[config.mk]
export PLATFORM = sky130hd
export DESIGN_NAME = xmodem_crc_sender_flat
export DESIGN_NICKNAME = d
export VERILOG_FILES = /design/src/rtl/xcs_pkg.sv /design/src/rtl/xcs_in_if.sv /design/src/rtl/xcs_out_if.sv /design/src/rtl/xcs_front.sv /design/src/rtl/xcs_queue.sv /design/src/rtl/xcs_back.sv /design/src/rtl/xmodem_crc_sender.sv /design/src/flat_wrapper.sv
export SDC_FILE = /design/constraint.sdc
export NUM_CORES = 1
export LEC_CHECK = 0
export ABC_CLOCK_PERIOD_IN_PS = 5000
export BUFFER_PORTS_ARGS = -buffer_cell sky130_fd_sc_hd__buf_2
export CAP_MARGIN = 5
export CORE_MARGIN = 2
export CORE_UTILIZATION = 61
export DETAILED_ROUTE_END_ITERATION = 10
export PLACE_DENSITY = 0.8
export SYNTH_ARGS = -nofsm -noshare
export SYNTH_HDL_FRONTEND = slang
export SYNTH_SLANG_ARGS = --single-unit
[constraint.sdc]
create_clock -name clk_i -period 5 [get_ports clk_i]
set_input_delay 0 -clock clk_i [delete_from_list [all_inputs] [get_ports clk_i]]
set_output_delay 0 -clock clk_i [all_outputs]
set_load 0.05 [all_outputs]
[src/rtl/xcs_pkg.sv]
`timescale 1ns / 1ps
`default_nettype none
// ----------------------------------------------------------------------------
// xcs_pkg
// shared types, constants, the crc step and the block range check of the xmodem-crc sender
// ----------------------------------------------------------------------------
package xcs_pkg;

  localparam int SizeBits   = 24;
  localparam int BlkBits    = 18;
  localparam int BlkShift   = 7;
  localparam int ByteOffs   = BlkBits + BlkShift;
  localparam int CmpBits    = (ByteOffs > SizeBits) ? ByteOffs : SizeBits;
  localparam int QueueDepth = 4;

  localparam logic [15:0] CrcPoly = 16'h1021;

  localparam logic [7:0] RxStart = 8'h43;
  localparam logic [7:0] RxAck   = 8'h06;
  localparam logic [7:0] RxNak   = 8'h15;
  localparam logic [7:0] TxSoh   = 8'h01;
  localparam logic [7:0] TxEot   = 8'h04;

  localparam logic ModeRx   = 1'b0;
  localparam logic ModeData = 1'b1;

  typedef enum logic [2:0] {
    JOB_ECHO,
    JOB_ECHO_CRC,
    JOB_FINISH,
    JOB_HEADER,
    JOB_EOT
  } job_kind_e;

  // one queued job: expands into one or three result items
  typedef struct packed {
    job_kind_e          kind;
    logic [7:0]         byte_val;
    logic [15:0]        crc;
    logic [BlkBits-1:0] blk;
  } job_t;

  // crc-16 over one byte, msb first, eight unrolled shift steps
  function automatic logic [15:0] crc_byte(input logic [15:0] crc, input logic [7:0] b);
    logic [15:0] c;
    c = crc ^ {b, 8'h00};
    for (int i = 0; i < 8; i++) begin
      c = c[15] ? ({c[14:0], 1'b0} ^ CrcPoly) : {c[14:0], 1'b0};
    end
    return c;
  endfunction

  // true when block blk starts before the end of a file of size bytes
  function automatic logic blk_in_file(input logic [BlkBits-1:0] blk,
                                       input logic [SizeBits-1:0] size);
    logic [CmpBits-1:0] offs;
    logic [CmpBits-1:0] lim;
    offs = CmpBits'({blk, {BlkShift{1'b0}}});
    lim  = CmpBits'(size);
    return offs < lim;
  endfunction

endpackage
`default_nettype wire

[src/rtl/xcs_in_if.sv]
`timescale 1ns / 1ps
`default_nettype none
// ----------------------------------------------------------------------------
// xcs_in_if
// input channel: receiver bytes and host payload bytes
// ----------------------------------------------------------------------------
interface xcs_in_if;
  logic       valid;
  logic       ready;
  logic       mode;
  logic [7:0] rx_byte;
  logic [7:0] data_byte;

  modport source (output valid, mode, rx_byte, data_byte, input ready);
  modport sink   (input valid, mode, rx_byte, data_byte, output ready);
endinterface
`default_nettype wire

[src/rtl/xcs_out_if.sv]
`timescale 1ns / 1ps
`default_nettype none
// ----------------------------------------------------------------------------
// xcs_out_if
// output channel: link bytes and host fetch requests
// ----------------------------------------------------------------------------
interface xcs_out_if;
  logic        valid;
  logic        ready;
  logic [7:0]  tx_byte;
  logic        send;
  logic        fetch_request;
  logic [17:0] fetch_block;
  logic        finished;
  logic        last;

  modport source (output valid, tx_byte, send, fetch_request, fetch_block, finished, last,
                  input ready);
  modport sink   (input valid, tx_byte, send, fetch_request, fetch_block, finished, last,
                  output ready);
endinterface
`default_nettype wire

[src/rtl/xcs_front.sv]
`timescale 1ns / 1ps
`default_nettype none
// ----------------------------------------------------------------------------
// xcs_front
// accepts items, updates session state and queues at most one job per item
// ----------------------------------------------------------------------------
module xcs_front import xcs_pkg::*; (
  input  wire logic                clk_i,
  input  wire logic                rst_ni,
  input  wire logic [SizeBits-1:0] file_size_i,
  xcs_in_if.sink                   in_i,
  input  wire logic                queue_full_i,
  output      logic                push_o,
  output      job_t                job_o
);

  logic [BlkBits-1:0] last_block_q, last_block_d;
  logic [15:0]        crc_q, crc_d;
  logic [7:0]         count_q, count_d;
  logic               in_payload_q, in_payload_d;

  logic               accept;
  logic               want_push;
  logic [15:0]        crc_next;
  logic [7:0]         count_next;
  logic [BlkBits-1:0] blk;

  assign in_i.ready = !queue_full_i;
  assign accept     = in_i.valid && in_i.ready;
  assign crc_next   = crc_byte(crc_q, in_i.data_byte);
  assign count_next = count_q + 8'd1;
  assign push_o     = accept && want_push;

  always_comb begin
    last_block_d = last_block_q;
    crc_d        = crc_q;
    count_d      = count_q;
    in_payload_d = in_payload_q;
    want_push    = 1'b0;
    blk          = '0;
    job_o        = '{kind: JOB_ECHO, byte_val: in_i.data_byte, crc: crc_next, blk: '0};
    if (in_i.mode == ModeData) begin
      if (in_payload_q) begin
        want_push = 1'b1;
        crc_d     = crc_next;
        count_d   = count_next;
        // 128th byte closes the block
        if (count_next[7]) begin
          job_o.kind   = JOB_ECHO_CRC;
          in_payload_d = 1'b0;
          count_d      = '0;
        end
      end
    end else if (!in_payload_q) begin
      want_push = 1'b1;
      case (in_i.rx_byte)
        RxAck:   blk = last_block_q + BlkBits'(1);
        RxNak:   blk = last_block_q;
        default: blk = '0;
      endcase
      if (in_i.rx_byte == RxAck && !blk_in_file(last_block_q, file_size_i)) begin
        job_o.kind = JOB_FINISH;
      end else begin
        last_block_d = blk;
        if (blk_in_file(blk, file_size_i)) begin
          job_o.kind     = JOB_HEADER;
          job_o.byte_val = blk[7:0] + 8'd1;
          job_o.blk      = blk;
          in_payload_d   = 1'b1;
          count_d        = '0;
          crc_d          = '0;
        end else begin
          job_o.kind = JOB_EOT;
        end
      end
    end
  end

  always_ff @(posedge clk_i or negedge rst_ni) begin
    if (!rst_ni) begin
      last_block_q <= '0;
      crc_q        <= '0;
      count_q      <= '0;
      in_payload_q <= 1'b0;
    end else if (accept) begin
      last_block_q <= last_block_d;
      crc_q        <= crc_d;
      count_q      <= count_d;
      in_payload_q <= in_payload_d;
    end
  end

endmodule
`default_nettype wire

[src/rtl/xcs_queue.sv]
`timescale 1ns / 1ps
`default_nettype none
// ----------------------------------------------------------------------------
// xcs_queue
// short job queue between the front and back parts
// ----------------------------------------------------------------------------
module xcs_queue import xcs_pkg::*; (
  input  wire logic clk_i,
  input  wire logic rst_ni,
  input  wire logic push_i,
  input  wire job_t push_data_i,
  output      logic full_o,
  input  wire logic pop_i,
  output      job_t pop_data_o,
  output      logic empty_o
);

  localparam int PtrBits = (QueueDepth > 1) ? $clog2(QueueDepth) : 1;
  localparam int CntBits = $clog2(QueueDepth + 1);

  job_t               mem_q [QueueDepth];
  logic [PtrBits-1:0] wr_ptr_q, wr_ptr_d;
  logic [PtrBits-1:0] rd_ptr_q, rd_ptr_d;
  logic [CntBits-1:0] count_q, count_d;
  logic               do_push, do_pop;

  assign full_o     = count_q == CntBits'(QueueDepth);
  assign empty_o    = count_q == '0;
  assign do_push    = push_i && !full_o;
  assign do_pop     = pop_i && !empty_o;
  assign pop_data_o = mem_q[rd_ptr_q];

  always_comb begin
    wr_ptr_d = wr_ptr_q;
    rd_ptr_d = rd_ptr_q;
    count_d  = count_q;
    if (do_push) begin
      wr_ptr_d = (wr_ptr_q == PtrBits'(QueueDepth - 1)) ? '0 : wr_ptr_q + PtrBits'(1);
    end
    if (do_pop) begin
      rd_ptr_d = (rd_ptr_q == PtrBits'(QueueDepth - 1)) ? '0 : rd_ptr_q + PtrBits'(1);
    end
    case ({do_push, do_pop})
      2'b10:   count_d = count_q + CntBits'(1);
      2'b01:   count_d = count_q - CntBits'(1);
      default: count_d = count_q;
    endcase
  end

  always_ff @(posedge clk_i) begin
    if (do_push) begin
      mem_q[wr_ptr_q] <= push_data_i;
    end
  end

  always_ff @(posedge clk_i or negedge rst_ni) begin
    if (!rst_ni) begin
      wr_ptr_q <= '0;
      rd_ptr_q <= '0;
      count_q  <= '0;
    end else begin
      wr_ptr_q <= wr_ptr_d;
      rd_ptr_q <= rd_ptr_d;
      count_q  <= count_d;
    end
  end

endmodule
`default_nettype wire

[src/rtl/xcs_back.sv]
`timescale 1ns / 1ps
`default_nettype none
// ----------------------------------------------------------------------------
// xcs_back
// expands queued jobs into result items, one item per cycle while jobs wait and the output is ready
// ----------------------------------------------------------------------------
module xcs_back import xcs_pkg::*; (
  input  wire logic clk_i,
  input  wire logic rst_ni,
  input  wire logic queue_empty_i,
  input  wire job_t job_i,
  output      logic pop_o,
  xcs_out_if.source out_o
);

  job_t       cur_q;
  logic       busy_q, busy_d;
  logic [1:0] beat_q, beat_d;
  logic       last_beat;
  logic       out_accept;

  always_comb begin
    case (cur_q.kind)
      JOB_ECHO_CRC, JOB_HEADER: last_beat = beat_q == 2'd2;
      default:                  last_beat = 1'b1;
    endcase
  end

  assign out_accept = out_o.valid && out_o.ready;
  assign pop_o      = !queue_empty_i && (!busy_q || (out_accept && last_beat));

  always_comb begin
    busy_d = busy_q;
    beat_d = beat_q;
    if (pop_o) begin
      busy_d = 1'b1;
      beat_d = '0;
    end else if (out_accept) begin
      if (last_beat) begin
        busy_d = 1'b0;
      end else begin
        beat_d = beat_q + 2'd1;
      end
    end
  end

  always_ff @(posedge clk_i or negedge rst_ni) begin
    if (!rst_ni) begin
      busy_q <= 1'b0;
      beat_q <= '0;
    end else begin
      busy_q <= busy_d;
      beat_q <= beat_d;
    end
  end

  always_ff @(posedge clk_i) begin
    if (pop_o) begin
      cur_q <= job_i;
    end
  end

  always_comb begin
    out_o.valid         = busy_q;
    out_o.tx_byte       = '0;
    out_o.send          = 1'b1;
    out_o.fetch_request = 1'b0;
    out_o.fetch_block   = '0;
    out_o.finished      = 1'b0;
    out_o.last          = last_beat;
    case (cur_q.kind)
      JOB_ECHO: out_o.tx_byte = cur_q.byte_val;
      JOB_ECHO_CRC: begin
        case (beat_q)
          2'd0:    out_o.tx_byte = cur_q.byte_val;
          2'd1:    out_o.tx_byte = cur_q.crc[15:8];
          default: out_o.tx_byte = cur_q.crc[7:0];
        endcase
      end
      JOB_FINISH: begin
        out_o.send     = 1'b0;
        out_o.finished = 1'b1;
      end
      JOB_HEADER: begin
        case (beat_q)
          2'd0:    out_o.tx_byte = TxSoh;
          2'd1:    out_o.tx_byte = cur_q.byte_val;
          default: begin
            out_o.tx_byte       = ~cur_q.byte_val;
            out_o.fetch_request = 1'b1;
            out_o.fetch_block   = cur_q.blk;
          end
        endcase
      end
      JOB_EOT: out_o.tx_byte = TxEot;
      default: out_o.send = 1'b0;
    endcase
  end

endmodule
`default_nettype wire

[src/rtl/xmodem_crc_sender.sv]
`timescale 1ns / 1ps
`default_nettype none
// ----------------------------------------------------------------------------
// xmodem_crc_sender
// sender side of xmodem-crc with 128-byte blocks
// ----------------------------------------------------------------------------
// The block takes one input item per clock whenever its job queue has room
// (four entries). An item is either a byte from the receiver (mode 0) or a
// payload byte from the host (mode 1). The front part decodes the item and
// updates the session state (current block, running crc-16, payload count)
// in the cycle it is accepted, then queues at most one job. The back part
// turns each job into one or three result items and presents one result
// per cycle on the output channel while its ready is high, so throughput
// is bound by the output side. The first result of an item appears once
// its job has passed the queue entry and the back part's job register.
// Items that cause no result (receiver bytes mid-payload, payload bytes
// while idle) queue nothing. file_size is written through cfg_we_i/
// cfg_wdata_i and should only change while the block is idle.
// ----------------------------------------------------------------------------
module xmodem_crc_sender import xcs_pkg::*; (
  input  wire logic                clk_i,
  input  wire logic                rst_ni,
  input  wire logic                cfg_we_i,
  input  wire logic [SizeBits-1:0] cfg_wdata_i,
  xcs_in_if.sink                   in_i,
  xcs_out_if.source                out_o
);

  // file length register
  logic [SizeBits-1:0] file_size_q;

  // front to queue
  logic push;
  job_t push_job;
  logic queue_full;

  // queue to back
  logic pop;
  job_t pop_job;
  logic queue_empty;

  always_ff @(posedge clk_i or negedge rst_ni) begin
    if (!rst_ni) begin
      file_size_q <= '0;
    end else if (cfg_we_i) begin
      file_size_q <= cfg_wdata_i;
    end
  end

  // decode items and track block, crc and payload progress
  xcs_front u_front (
    .clk_i        (clk_i),
    .rst_ni       (rst_ni),
    .file_size_i  (file_size_q),
    .in_i         (in_i),
    .queue_full_i (queue_full),
    .push_o       (push),
    .job_o        (push_job)
  );

  // decouples input acceptance from output stalls
  xcs_queue u_queue (
    .clk_i       (clk_i),
    .rst_ni      (rst_ni),
    .push_i      (push),
    .push_data_i (push_job),
    .full_o      (queue_full),
    .pop_i       (pop),
    .pop_data_o  (pop_job),
    .empty_o     (queue_empty)
  );

  // sequence the result items of each job
  xcs_back u_back (
    .clk_i         (clk_i),
    .rst_ni        (rst_ni),
    .queue_empty_i (queue_empty),
    .job_i         (pop_job),
    .pop_o         (pop),
    .out_o         (out_o)
  );

endmodule
`default_nettype wire

[src/flat_wrapper.sv]
// flat-port wrapper written by rule: the top's interface ports become plain ports
module xmodem_crc_sender_flat import xcs_pkg::*;
  (clk_i, rst_ni, cfg_we_i, cfg_wdata_i, in_i_valid, in_i_mode, in_i_rx_byte, in_i_data_byte, in_i_ready, out_o_valid, out_o_tx_byte, out_o_send, out_o_fetch_request, out_o_fetch_block, out_o_finished, out_o_last, out_o_ready);
  xcs_in_if in_i_i ();
  xcs_out_if out_o_i ();
  input  wire logic clk_i;
  input  wire logic rst_ni;
  input  wire logic cfg_we_i;
  input  wire logic [SizeBits-1:0] cfg_wdata_i;
  input wire logic [$bits(in_i_i.valid)-1:0] in_i_valid;
  input wire logic [$bits(in_i_i.mode)-1:0] in_i_mode;
  input wire logic [$bits(in_i_i.rx_byte)-1:0] in_i_rx_byte;
  input wire logic [$bits(in_i_i.data_byte)-1:0] in_i_data_byte;
  output wire logic [$bits(in_i_i.ready)-1:0] in_i_ready;
  output wire logic [$bits(out_o_i.valid)-1:0] out_o_valid;
  output wire logic [$bits(out_o_i.tx_byte)-1:0] out_o_tx_byte;
  output wire logic [$bits(out_o_i.send)-1:0] out_o_send;
  output wire logic [$bits(out_o_i.fetch_request)-1:0] out_o_fetch_request;
  output wire logic [$bits(out_o_i.fetch_block)-1:0] out_o_fetch_block;
  output wire logic [$bits(out_o_i.finished)-1:0] out_o_finished;
  output wire logic [$bits(out_o_i.last)-1:0] out_o_last;
  input wire logic [$bits(out_o_i.ready)-1:0] out_o_ready;
  assign in_i_i.valid = in_i_valid;
  assign in_i_i.mode = in_i_mode;
  assign in_i_i.rx_byte = in_i_rx_byte;
  assign in_i_i.data_byte = in_i_data_byte;
  assign in_i_ready = in_i_i.ready;
  assign out_o_valid = out_o_i.valid;
  assign out_o_tx_byte = out_o_i.tx_byte;
  assign out_o_send = out_o_i.send;
  assign out_o_fetch_request = out_o_i.fetch_request;
  assign out_o_fetch_block = out_o_i.fetch_block;
  assign out_o_finished = out_o_i.finished;
  assign out_o_last = out_o_i.last;
  assign out_o_i.ready = out_o_ready;
  xmodem_crc_sender u_core (.clk_i(clk_i), .rst_ni(rst_ni), .cfg_we_i(cfg_we_i), .cfg_wdata_i(cfg_wdata_i), .in_i(in_i_i), .out_o(out_o_i));
endmodule
==> results.yml <==
route:
  vias: 8793
  firstDrtPassIters: 5
  drt-total-wl_mm: 31.6
  drt_iter0_drc: 717
  vias_per_cell: 6.14
  drt-wirelength-per-cell_um: 22.1
  drc: 0
  drt.antenna.violating_nets: 0
pwr:
  clkPwrFrac_pct: 27.1
  power_switching_mw: 2.83
  pwr-share-comb_pct: 27.9
  internal-power_mw: 5.84
  p_leak_nw: 6.34
  switching_share_pct: 32.6
  pwr-share-seq_pct: 45.0
  vdd_drop_max_mv: 0.320
  p_total_mw: 8.67
  power_density_nw_per_um2: 537
clock_tree:
  path_clk_slew_ns: 0.07
  cts.path.max_buffers: 3
  cts_tree: "yes"
  cts_made_buffers: 30
  postCtsSetupBuffers: 0
  worstSkewPairLatency_ns: 0.56
  clockRootBuffer: "clkbuf_16"
  htreeDepth: 1
  cts_sinks: 301
logic_synthesis:
  avgSynthCellArea_um2: 14.2
  synthMuxAreaShare_pct: 9.88
  synth_compound_area_share_pct: 8.68
  yosys.area_share.simple_pct: 9.34
  synth-xor-area-share_pct: 2.16
  yosysTopAreaCellShare_pct: 48.9
  ys_seq_elements: 301
  synth_fa_ha_area_share_pct: 4.31
  syn_inst: 975
  synth_flop_cell: "edfxtp_1"
  yosys.area.top_type: "edfxtp_1"
  synth_edf_count: 225
  synthArstFlopShare_pct: 25.2
  syn_area_um2: 13800
  synth_area_leaders: "edfxtp_1 (49%), dfrtp_1 (14%), mux4_2 (7.3%), ha_1 (4.2%), nand2_1 (2.5%)"
  synth_warnings: 0
  synth_top_family_by_area: "multiplexers"
  ys_types: 77
  yosysSeqAreaShare_pct: 62.7
global_route:
  grt_usage_pct: 26.9
  grt_max_degree: 72
  antenna_found_initial: 0
  grt.overflow.total: 0
  grt_pass1_vias: 8730
  grt_pass1_wl_mm: 49.1
floorplanning:
  rows: 55
  die_x_um: 154
  initial_utilization_pct: 61.6
  fp.dieArea_um2: 23900
  dieHeight_um: 154
  coreArea_um2: 22400
  top_level_ports: 78
placement:
  numPortBuffers: 77
  gp_congestion: 0.937
  dpl.hpwl_mm: 19.5
sta:
  timing.final.crit_share_pct: 92.0
  finalSetupTns_ns: 0
  max_freq_mhz: 217
  finalCriticalPeriod_ns: 4.60
  timing.hold.ws_ns: 0.0370
  maxSlewViolCount: 0
  hold_viol: 0
  rsz0062_at_grt: "no"
  tightest_slew_ns: 1.04
  worst_clock_skew_ns: 0.0208
  maxSlewHeadroom_pct: 30.5
  setup_violations: 0
critical_path:
  crit_path_start: "u_core.u_front.last_block_q[5]$_DFFE_PN0P_"
  worstPathArrival_ns: 4.94
  reg2reg_to: "u_core.u_queue.mem_q[0][13]$_DFFE_PP_"
  worstPathMaxFanout: 11
  cp_common_cell: "o21ai_0"
  startpoint_type: "flop"
  worstSetupPathType: "flop to flop"
  cpPeakStageDelay_ns: 0.53
  end_kind: "flop"
  path_buf_inv: 2
  crit_path_cell_trace: "nand4_4 -> nor4_1 -> and3_1 -> a31oi_1 -> o21ai_0 -> o31a_1 -> inv_1 -> ha_1 -> a21o_1 -> a21oi_1 -> o21ai_0 -> a2111oi_4 -> o211ai_2 -> nor2b_4 -> buf_4 -> nor2b_1"
  crit_required_ns: 5.34
  r2r_cells: 16
  crit_slowest_cell: "dfrtp_1"
  cp.depth: 16
  r2r-start: "u_core.u_front.last_block_q[5]$_DFFE_PN0P_"
  critical_path.top_delay_family: "simple AND/OR/NAND/NOR gates"
  crit_end: "u_core.u_queue.mem_q[0][13]$_DFFE_PP_"
  r2r_slack_ns: 0.40
cells_and_area:
  final_common_cell: "edfxtp_1"
  area_growth_pct: 16.9
  drive_above_1_share_pct: 21.3
  layout.nets: 1215
  fillers: 1392
  layout_common_cells: "edfxtp_1 (225), nand2_1 (91), buf_2 (76)"
  antennaDiodeCount: 0
flow_run:
  cap_violations: 0
status:
  status: "complete, no violations"
min_path:
  hold_start: "cfg_we_i"
  hold_path.class: "input port to flop"
[synth_stat cells (13+ instances only)]
cell      instances
dfrtp_1          76
clkbuf_1         25
nand2_1          91
mux2_2           24
ha_1             46
xnor2_1          22
inv_1            52
a21oi_1          32
nand3_1          22
o21ai_0          41
edfxtp_1        225
and2_1           35
nor3_1           13
a22oi_1          22
nor2_1           34
mux4_2           45
[power groups by stage]
stage,logic [mW],registers [mW],clock network [mW]
finish,2.42,3.90,2.35
global route,2.61,3.96,2.46
CTS,2.41,3.90,2.36
detailed placement,2.33,3.93,0
global placement,2.26,3.90,0
floorplan,1.80,3.77,0
[logic make-up after synthesis]
logic type	Yosys count
AND/OR/NAND/NOR	248
AO/OA/AOI/OAI	174
other	1
XOR/XNOR	34
adder cells (fa/ha/maj)	47
buffers and inverters	94
flip-flops	301
multiplexers	76
[flip-flops by register name (all words and copies together), names as in the netlist]
register / flops
u_core.u_front.last_block_q: 18
u_core.u_queue.count_q: 3
u_core.u_front.crc_q: 16
u_core.u_back.beat_q: 2
u_core.u_front.in_payload_q: 1
u_core.file_size_q: 24
u_core.u_back.cur_q: 45
u_core.u_queue.mem_q: 180
u_core.u_back.out_o.valid: 1
u_core.u_queue.wr_ptr_q: 2
u_core.u_queue.rd_ptr_q: 2
u_core.u_front.count_q: 7
[area by class of cell]
cell class                      count  area, um2  share of cell area (%)
Sequential cell                   301       8660                    53.6
Clock buffer                       37        797                    4.94
Tap cell                          285        357                    2.21
Clock inverter                     19        246                    1.53
Inverter                           53        199                    1.23
Timing Repair Buffer              153       1100                    6.79
Multi-Input combinational cell    583       4790                    29.7
[worst min path at each step]
| stage | slack, ns | endpoint | depth (start not counted) |
|---|---|---|---|
| after floorplan | -0.30 | u_core.file_size_q[0]$_DFFE_PN0P_ | 0 |
| after global placement | -0.16 | u_core.u_back.out_o.valid$_DFFE_PN0P_ | 1 |
| after detailed placement | -0.16 | u_core.u_back.out_o.valid$_DFFE_PN0P_ | 1 |
| after CTS | 0.0009 | u_core.file_size_q[7]$_DFFE_PN0P_ | 2 |
| after global routing | 0.08 | u_core.file_size_q[20]$_DFFE_PN0P_ | 3 |
| final | 0.04 | u_core.file_size_q[23]$_DFFE_PN0P_ | 3 |
[worst register-to-register path: cells and delay by family (launching register included)]
kind            cells  cell delay (ns)
simple gates        5             1.69
compound gates      8             1.55
flops               1             0.53
buf+inv             2             0.31
fa+ha+maj           1             0.30
[metal layers]
layer / up-vias / GRT usage, % / share of wire [%]
li1: 3988 / - / -
met1: 4395 / 38.0 / 42
met2: 348 / 44.8 / 49
met3: 62 / 2.94 / 5.6
met4: 0 / 8.33 / 2.6
met5: - / 0 / 0
[per-stage QoR]
step                      cells  area, um2  util, %  worst slack, ns
after floorplan             978      13800        -           0.0934
after global placement     1320      14500     64.8            0.494
after detailed placement   1320      14500     64.8            0.325
after CTS                  1431      16100     71.9            0.247
after global routing       1431      16100     72.0            0.146
final                      1431      16100     72.0            0.401
[what timing repair did]
action / 4_1_cts / 5_1_grt
endpoints found under the setup margin: 0 / 12
resized for setup: 0 / 1
endpoints found under the hold margin: 145 / 0
hold buffers: 55 / 0
Power figures use the tool's default switching activity.
